File: src/rtl/core/lrupr_pkg.sv
// Shared types and constants for the LRU page replacement block.
// Used by lrupr_cell, lru_page_replacement, lrupr_assert, lrupr_checker and tb; depends on nothing.
package lrupr_pkg;

   // Parameter defaults and the largest supported values.
   localparam int FRAME_COUNT_DEF = 16;
   localparam int PAGE_BITS_DEF   = 16;
   localparam int FRAME_COUNT_MAX = 64;
   localparam int PAGE_W_MAX      = 32;
   localparam int IDX_W_MAX       = $clog2(FRAME_COUNT_MAX);
   localparam int ACT_W_MAX       = IDX_W_MAX + 1;

   // Field widths on the ports.
   localparam int PAGE_W      = 16;
   localparam int FRAME_IDX_W = 4;
   localparam int COUNT_W     = 32;
   localparam int CFG_W       = 5;
   localparam logic [CFG_W-1:0] CFG_RESET = CFG_W'(16);

   // Response tdata layout, lowest bit first.
   localparam int RSP_HIT_BIT  = 0;
   localparam int RSP_IDX_LO   = RSP_HIT_BIT + 1;
   localparam int RSP_EVV_BIT  = RSP_IDX_LO + FRAME_IDX_W;
   localparam int RSP_EVP_LO   = RSP_EVV_BIT + 1;
   localparam int RSP_HTOT_LO  = RSP_EVP_LO + PAGE_W;
   localparam int RSP_FTOT_LO  = RSP_HTOT_LO + COUNT_W;
   localparam int RSP_FIELDS_W = RSP_FTOT_LO + COUNT_W;
   localparam int RSP_TDATA_W  = ((RSP_FIELDS_W + 7) / 8) * 8;

   // Search token that walks down the chain of frame cells.
   typedef struct packed {
      logic                  valid;
      logic                  hit;
      logic [IDX_W_MAX-1:0]  hit_idx;
      logic [IDX_W_MAX-1:0]  hit_rank;
      logic                  empty;
      logic [IDX_W_MAX-1:0]  empty_idx;
      logic [IDX_W_MAX-1:0]  lru_idx;
      logic [IDX_W_MAX-1:0]  lru_rank;
      logic [PAGE_W_MAX-1:0] lru_page;
   } lrupr_tok_type;

   // Update broadcast to every cell when a request commits.
   typedef struct packed {
      logic                  valid;
      logic                  write;
      logic                  age_all;
      logic [IDX_W_MAX-1:0]  idx;
      logic [IDX_W_MAX-1:0]  limit;
      logic [PAGE_W_MAX-1:0] page;
   } lrupr_upd_type;

endpackage

File: src/rtl/core/lrupr_cell.sv
// One page frame of the LRU chain: page, valid bit, recency rank and a token stage.
// Depends on lrupr_pkg.
module lrupr_cell
   import lrupr_pkg::*;
#(
   parameter int FRAME_COUNT = FRAME_COUNT_DEF,
   parameter int PAGE_BITS   = PAGE_BITS_DEF,
   parameter int CELL_INDEX  = 0
) (
   input  logic                 clock,
   input  logic                 reset,
   input  logic                 hold,
   input  logic [PAGE_BITS-1:0] page,
   input  logic [ACT_W_MAX-1:0] act,
   input  lrupr_tok_type        tok_i,
   output lrupr_tok_type        tok_o,
   input  lrupr_upd_type        upd
);

   localparam int IDX_W = $clog2(FRAME_COUNT);
   localparam logic [IDX_W_MAX-1:0] MY_IDX = IDX_W_MAX'(CELL_INDEX);

   logic [PAGE_BITS-1:0] page_ff, page_in;
   logic                 valid_ff, valid_in;
   logic [IDX_W-1:0]     rank_ff, rank_in;
   lrupr_tok_type        tok_ff, tok_in;

   logic                 active;
   logic [IDX_W_MAX-1:0] rank_ext;

   assign active   = ACT_W_MAX'(CELL_INDEX) < act;
   assign rank_ext = IDX_W_MAX'(rank_ff);

   // Fold this frame into the search token.
   always_comb begin
      tok_in = tok_i;
      if (!tok_i.hit && active && valid_ff && page_ff == page) begin
         tok_in.hit      = 1'b1;
         tok_in.hit_idx  = MY_IDX;
         tok_in.hit_rank = rank_ext;
      end
      if (!tok_i.empty && active && !valid_ff) begin
         tok_in.empty     = 1'b1;
         tok_in.empty_idx = MY_IDX;
      end
      if (active && (CELL_INDEX == 0 || rank_ext > tok_i.lru_rank)) begin
         tok_in.lru_idx  = MY_IDX;
         tok_in.lru_rank = rank_ext;
         tok_in.lru_page = PAGE_W_MAX'(page_ff);
      end
      if (hold) begin
         tok_in = tok_ff;
      end
   end

   // Apply the committed replacement decision.
   always_comb begin
      page_in  = page_ff;
      valid_in = valid_ff;
      rank_in  = rank_ff;
      if (upd.valid) begin
         if (upd.idx == MY_IDX) begin
            rank_in = '0;
            if (upd.write) begin
               page_in  = upd.page[PAGE_BITS-1:0];
               valid_in = 1'b1;
            end
         end else if (valid_ff && (upd.age_all || rank_ext < upd.limit)) begin
            rank_in = rank_ff + IDX_W'(1);
         end
      end
   end

   always_ff @(posedge clock) begin
      if (reset) begin
         valid_ff <= 1'b0;
         rank_ff  <= '0;
         tok_ff   <= '0;
      end else begin
         valid_ff <= valid_in;
         rank_ff  <= rank_in;
         tok_ff   <= tok_in;
      end
   end

   always_ff @(posedge clock) begin
      page_ff <= page_in;
   end

   assign tok_o = tok_ff;

endmodule

File: src/rtl/core/lru_page_replacement.sv
// Top level of the LRU page replacement block: stream ports, the frame cell chain,
// the commit decision, counters and the response register. Depends on lrupr_pkg, lrupr_cell.
//
// Each request carries one page number. The block takes one request at a time:
// after acceptance a search token walks down a chain of FRAME_COUNT frame cells,
// one cell per cycle, collecting the first hit, the first empty frame and the
// least recently used frame among the active frames. When the token leaves the
// last cell the decision is broadcast to all cells at once and the response
// is loaded into the output register, which drives rsp_tvalid. A new request is
// accepted in the cycle after the previous one commits, even while its response
// still waits on rsp_tready; a stalled response holds the finished token in place.
// The csr port sets how many frames take part in replacement (0 acts as 1, values
// above FRAME_COUNT act as FRAME_COUNT) and is meant to be written while idle.
// Frames outside the active set keep their pages, are not searched, but still age.
// Hit and fault totals saturate at their maximum. No clearing pass is needed:
// valid bits are cleared by reset.
module lru_page_replacement
   import lrupr_pkg::*;
#(
   parameter int FRAME_COUNT = FRAME_COUNT_DEF,
   parameter int PAGE_BITS   = PAGE_BITS_DEF
) (
   input  logic                   clock,
   input  logic                   reset,
   // Request channel. tdata: page_number[15:0].
   input  logic                   req_tvalid,
   output logic                   req_tready,
   input  logic [PAGE_W-1:0]      req_tdata,
   // Response channel. tdata: hit[0], frame_index[4:1], evicted_valid[5],
   // evicted_page[21:6], hit_total[53:22], fault_total[85:54], zero fill above.
   output logic                   rsp_tvalid,
   input  logic                   rsp_tready,
   output logic [RSP_TDATA_W-1:0] rsp_tdata,
   // Configuration write: frames_in_use.
   input  logic                   csr_valid,
   output logic                   csr_ready,
   input  logic [CFG_W-1:0]       csr_data
);

   logic [CFG_W-1:0]     cfg_ff, cfg_in;
   logic                 busy_ff, busy_in;
   logic                 start_ff, start_in;
   logic [PAGE_BITS-1:0] page_ff, page_in;
   logic [COUNT_W-1:0]   hit_cnt_ff, hit_cnt_in;
   logic [COUNT_W-1:0]   fault_cnt_ff, fault_cnt_in;
   logic                 rsp_valid_ff, rsp_valid_in;
   logic [RSP_TDATA_W-1:0] rsp_data_ff, rsp_data_in;

   logic                 req_accept;
   logic                 commit;
   logic                 hold;
   logic [ACT_W_MAX-1:0] act;
   logic [ACT_W_MAX-1:0] cfg_ext;
   logic [PAGE_W_MAX-1:0] req_page_ext;
   lrupr_tok_type        tok_first;
   lrupr_tok_type        tok_chain [FRAME_COUNT+1];
   lrupr_tok_type        tok_last;
   lrupr_upd_type        upd;
   logic [IDX_W_MAX-1:0] frame_sel;
   logic                 evicted;
   logic [PAGE_W_MAX-1:0] ev_page;

   assign csr_ready  = 1'b1;
   assign req_tready = !busy_ff;
   assign req_accept = req_tvalid && req_tready;

   // Clamp the configured frame count to 1 .. FRAME_COUNT.
   assign cfg_ext = ACT_W_MAX'(cfg_ff);
   always_comb begin
      act = cfg_ext;
      if (cfg_ff == '0) begin
         act = ACT_W_MAX'(1);
      end else if (cfg_ext > ACT_W_MAX'(FRAME_COUNT)) begin
         act = ACT_W_MAX'(FRAME_COUNT);
      end
   end

   // The chain starts with an empty token that is valid for one cycle.
   always_comb begin
      tok_first       = '0;
      tok_first.valid = start_ff;
   end

   assign tok_chain[0] = tok_first;

   genvar gi;
   generate
      for (gi = 0; gi < FRAME_COUNT; gi++) begin : g_cell
         lrupr_cell #(
            .FRAME_COUNT (FRAME_COUNT),
            .PAGE_BITS   (PAGE_BITS),
            .CELL_INDEX  (gi)
         ) u_cell (
            .clock (clock),
            .reset (reset),
            .hold  (hold),
            .page  (page_ff),
            .act   (act),
            .tok_i (tok_chain[gi]),
            .tok_o (tok_chain[gi+1]),
            .upd   (upd)
         );
      end
   endgenerate

   assign tok_last = tok_chain[FRAME_COUNT];

   // The finished token commits once the response register can take its result.
   assign commit = tok_last.valid && (!rsp_valid_ff || rsp_tready);
   assign hold   = tok_last.valid && !commit;

   // Replacement decision: hit frame, else first empty frame, else LRU frame.
   always_comb begin
      frame_sel = tok_last.lru_idx;
      evicted   = 1'b0;
      ev_page   = '0;
      upd       = '0;
      upd.valid = commit;
      upd.page  = PAGE_W_MAX'(page_ff);
      if (tok_last.hit) begin
         frame_sel = tok_last.hit_idx;
         upd.limit = tok_last.hit_rank;
      end else if (tok_last.empty) begin
         frame_sel   = tok_last.empty_idx;
         upd.write   = 1'b1;
         upd.age_all = 1'b1;
      end else begin
         evicted   = 1'b1;
         ev_page   = tok_last.lru_page;
         upd.write = 1'b1;
         upd.limit = tok_last.lru_rank;
      end
      upd.idx = frame_sel;
   end

   assign req_page_ext = PAGE_W_MAX'(req_tdata);

   always_comb begin
      cfg_in       = cfg_ff;
      busy_in      = busy_ff;
      start_in     = req_accept;
      page_in      = page_ff;
      hit_cnt_in   = hit_cnt_ff;
      fault_cnt_in = fault_cnt_ff;
      rsp_valid_in = rsp_valid_ff;
      rsp_data_in  = rsp_data_ff;
      if (csr_valid && csr_ready) begin
         cfg_in = csr_data;
      end
      if (req_accept) begin
         busy_in = 1'b1;
         page_in = req_page_ext[PAGE_BITS-1:0];
      end
      if (rsp_tready) begin
         rsp_valid_in = 1'b0;
      end
      if (commit) begin
         busy_in      = 1'b0;
         rsp_valid_in = 1'b1;
         if (tok_last.hit) begin
            if (hit_cnt_ff != '1) begin
               hit_cnt_in = hit_cnt_ff + COUNT_W'(1);
            end
         end else if (fault_cnt_ff != '1) begin
            fault_cnt_in = fault_cnt_ff + COUNT_W'(1);
         end
         rsp_data_in = '0;
         rsp_data_in[RSP_HIT_BIT]                   = tok_last.hit;
         rsp_data_in[RSP_IDX_LO +: FRAME_IDX_W]     = frame_sel[FRAME_IDX_W-1:0];
         rsp_data_in[RSP_EVV_BIT]                   = evicted;
         rsp_data_in[RSP_EVP_LO +: PAGE_W]          = ev_page[PAGE_W-1:0];
         rsp_data_in[RSP_HTOT_LO +: COUNT_W]        = hit_cnt_in;
         rsp_data_in[RSP_FTOT_LO +: COUNT_W]        = fault_cnt_in;
      end
   end

   always_ff @(posedge clock) begin
      if (reset) begin
         cfg_ff       <= CFG_RESET;
         busy_ff      <= 1'b0;
         start_ff     <= 1'b0;
         hit_cnt_ff   <= '0;
         fault_cnt_ff <= '0;
         rsp_valid_ff <= 1'b0;
      end else begin
         cfg_ff       <= cfg_in;
         busy_ff      <= busy_in;
         start_ff     <= start_in;
         hit_cnt_ff   <= hit_cnt_in;
         fault_cnt_ff <= fault_cnt_in;
         rsp_valid_ff <= rsp_valid_in;
      end
   end

   always_ff @(posedge clock) begin
      page_ff     <= page_in;
      rsp_data_ff <= rsp_data_in;
   end

   assign rsp_tvalid = rsp_valid_ff;
   assign rsp_tdata  = rsp_data_ff;

endmodule

File: config.mk
export PLATFORM = sky130hd
export DESIGN_NAME = lru_page_replacement
export DESIGN_NICKNAME = d
export VERILOG_FILES = /design/src/rtl/core/lrupr_pkg.sv /design/src/rtl/core/lrupr_cell.sv /design/src/rtl/core/lru_page_replacement.sv
export SDC_FILE = /design/constraint.sdc
export NUM_CORES = 2
export LEC_CHECK = 0
export BUFFER_PORTS_ARGS = -buffer_cell sky130_fd_sc_hd__buf_2
export CAP_MARGIN = 5
export CORE_ASPECT_RATIO = 0.9
export CORE_MARGIN = 5
export CORE_UTILIZATION = 65
export CTS_CLUSTER_SIZE = 16
export DETAILED_ROUTE_END_ITERATION = 10
export GPL_ROUTABILITY_DRIVEN = 0
export PLACE_DENSITY = 0.94
export SYNTH_ARGS = -nofsm -noshare
export SYNTH_HDL_FRONTEND = slang
export SYNTH_SLANG_ARGS = --single-unit
File: constraint.sdc
create_clock -name clock -period 14.68 [get_ports clock]
set_input_delay 2.936 -clock clock [delete_from_list [all_inputs] [get_ports clock]]
set_output_delay 2.936 -clock clock [all_outputs]
set_load 0.005 [all_outputs]
==> qor.csv <==
metric,value,unit
clk_root_buffer_cell,clkbuf_16,
ys_warn_count,0,
io_pins,117,
synthTopCellsByArea,"dfxtp_1 30%, edfxtp_1 22%, mux2i_1 7.6%",
die_w,296.9,um
worst-setup-path-type,primary input to flop,
numClockSinks,1089,
drive_gt1_share,8.828,%
ys_ff_latch,1089,
routed_wl,132400,um
clk_latency,680,ps
critPathLaunchType,primary input,
postCtsSetupBuffers,0,
syn_inst,4730,
drt_pass1_iterations,9,
ys_seq_area_share,52.71,%
layout_setup_ws,8367,ps
synth_area,0.04816,mm2
slew_viol_final,0,
synth-compound-area-share,14.29,%
final_net_count,4841,
crit_path_end_kind,flop,
drt_iter0_drc,5895,
ant_nets,0,
avgSynthCellArea,10.18,um2
arrival,6910,ps
yosys.area.top_type,dfxtp_1,
grtUsageTotal,31.81,%
cts_resized,0,
min_path_type,flop to flop,
portBuffers,113,
power_leakage,19.71,nW
rsz0062_at_grt,false,
yosys.area_share.simple,11.29,%
synthAdderAreaFrac,3.273,%
maxSlewHeadroom,12.93,%
diodes,0,
fin_crit,6313,ps
skew,21.54,ps
synth_xor_area_share,7.074,%
ir_drop,0.09882,mV
h-tree-depth,3,
async_flop_share,0,%
fin_crit_sh,43.00,%
die_y,268.2,um
synth_mux_area_share,7.698,%
post_drt_wl_per_cell,23.07,um
maxCapViolCount,0,
place_ws,8169,ps
coreArea,0.07327,mm2
clock_path_buffers,3,
remaining_drc_errors,0,
viasPerCell,6.741,
path_max_fanout,300,
vias,38690,
final_util,72.02,%
synth_top_family_by_area,compound AO/OA/AOI/OAI gates,
design.die.area,0.07964,mm2
setup_viol,0,
synth.distinct_cells,77,
grt_pass1_wl,207300,um
antenna_found_initial,0,
grt_overflow_total,0,
worstPathRequired,15270,ps
rows,94,
timing.fmax,0.1584,GHz
finalSetupTns,0,ps
grt_pass1_vias,38020,
area.growth.synth_to_final,9.574,%
clk_pin_slew,60,ps
initial_core_util,65.73,%
grt_max_degree,301,
synthFlopType,dfxtp_1,
cts_tree,yes,
cts_buffers,104,
status,completed,
cts_hold_buf,0,
hpwl,77510,um
yosysTopAreaCellShare,30.39,%
synth_edf_count,358,
hold_violations,0,
worstMarginPinSlew,1294,ps
powerDensity,117.5,mW/mm2
==> report_power, final <==
part	total, mW	switching, mW	leakage [nW]	internal [mW]
Combinational	0.246	0.172	8.93	0.0742
Sequential	3.15	0.0219	9.03	3.13
Clock	2.80	1.18	1.74	1.62
Total	6.20	1.37	19.7	4.82
==> final cells by class <==
class,count,area [um2]
tap,960,1201
timing repair buffer,180,1115
sequential,1089,25390
fill,4348,20500
clock buffer,161,3100
inverter,96,370.4
clock inverter,36,469.2
multi-input combinational,3218,21130
==> cells in the final DEF (no fill, tap or decap), types with 10 or more instances in the layout <==
cell type,n
nor3_1,126
nand3b_1,26
a31oi_1,12
buf_4,64
nor2_1,280
nand2_1,255
clkbuf_1,32
clkbuf_16,107
clkinv_2,12
o21ai_0,493
buf_2,112
and4_1,10
o221a_2,22
a21oi_1,542
dfxtp_1,730
nor4_1,50
and2_1,34
ha_1,126
o21a_1,48
nor2b_1,27
a22oi_1,23
and3_1,24
nand3_1,102
a211oi_1,11
mux2i_1,367
edfxtp_1,358
or3_1,17
a41oi_1,12
xor2_1,214
xnor2_1,175
nand4_1,76
o21ai_2,10
nor4_2,10
clkbuf_8,23
inv_1,91
==> logic make-up after synthesis <==
family,count (synthesis)
AO/OA/AOI/OAI,1244
flip-flops,1089
AND/OR/NAND/NOR,1086
buffers and inverters,424
XOR/XNOR,389
multiplexers,370
adder cells (fa/ha/maj),126
other,2
==> layer usage <==
metal  GRT usage [%]  share of wire, %
met3           7.852                12
met4           14.40               5.0
met2           52.59                46
met1           40.13                37
met5               0                 0
==> worst max-delay path, cell delays in order <==
cell and delay (ps):
buf_2 70, nand2b_1 90, buf_4 300, or2_4 660
buf_12 700, buf_4 1060, o21ai_0 370, a21oi_1 260
==> cell usage after synthesis (9+ instances only) <==
| cell | number |
|---|---|
| a22oi_1 | 23 |
| o221a_2 | 22 |
| edfxtp_1 | 358 |
| mux2i_1 | 367 |
| nor2b_1 | 27 |
| nand2_1 | 256 |
| o21a_1 | 48 |
| inv_1 | 92 |
| nor4_1 | 50 |
| nand3b_1 | 26 |
| and3_1 | 24 |
| a41oi_1 | 12 |
| o31ai_1 | 9 |
| a31oi_1 | 12 |
| or3_1 | 17 |
| o21ai_1 | 10 |
| nand3_1 | 102 |
| a211oi_1 | 11 |
| buf_4 | 14 |
| and2_1 | 34 |
| nor4_2 | 11 |
| o21ai_0 | 493 |
| buf_2 | 65 |
| and4_1 | 10 |
| ha_1 | 126 |
| xnor2_1 | 175 |
| clkbuf_1 | 229 |
| xor2_1 | 214 |
| buf_1 | 16 |
| nand4_1 | 76 |
| dfxtp_1 | 731 |
| nor3_1 | 131 |
| nor2_1 | 281 |
| a21oi_1 | 543 |
==> per-stage QoR <==
step           power [mW]  hold slack [ps]  area, um2  cells
3_3_place_gp        3.435            438.3      49190   5543
4_1_cts             6.184            452.2      52760   5740
5_1_grt             6.342            470.7      52770   5740
3_5_place_dp        3.446            444.0      49190   5543
6_report            6.198            453.1      52770   5740
2_1_floorplan       3.373            409.5      48160   4731
==> registers in the layout, summed over array words and instances (netlist names) <==
register / cells
busy_ff: 1
cfg_ff: 5
fault_cnt_ff: 32
g_cell.u_cell.page_ff: 256
g_cell.u_cell.rank_ff: 64
g_cell.u_cell.tok_o: 579
g_cell.u_cell.valid_ff: 16
hit_cnt_ff: 32
page_ff: 16
rsp_tdata: 86
rsp_tvalid: 1
start_ff: 1
==> final timing paths <==
check	startpoint	to	slack, ps	cells past startpoint
worst min-delay path	g_cell[3].u_cell.tok_o[64]	g_cell[4].u_cell.tok_o[64]	450	2
worst min register to register	g_cell[3].u_cell.tok_o[64]	g_cell[4].u_cell.tok_o[64]	450	2
worst max register to register	rsp_tvalid	g_cell[4].u_cell.tok_o[9]	10390	7
worst max-delay path	rsp_tready	g_cell[4].u_cell.tok_o[9]	8370	8
Note: power is estimated with default switching activity, not from simulation.
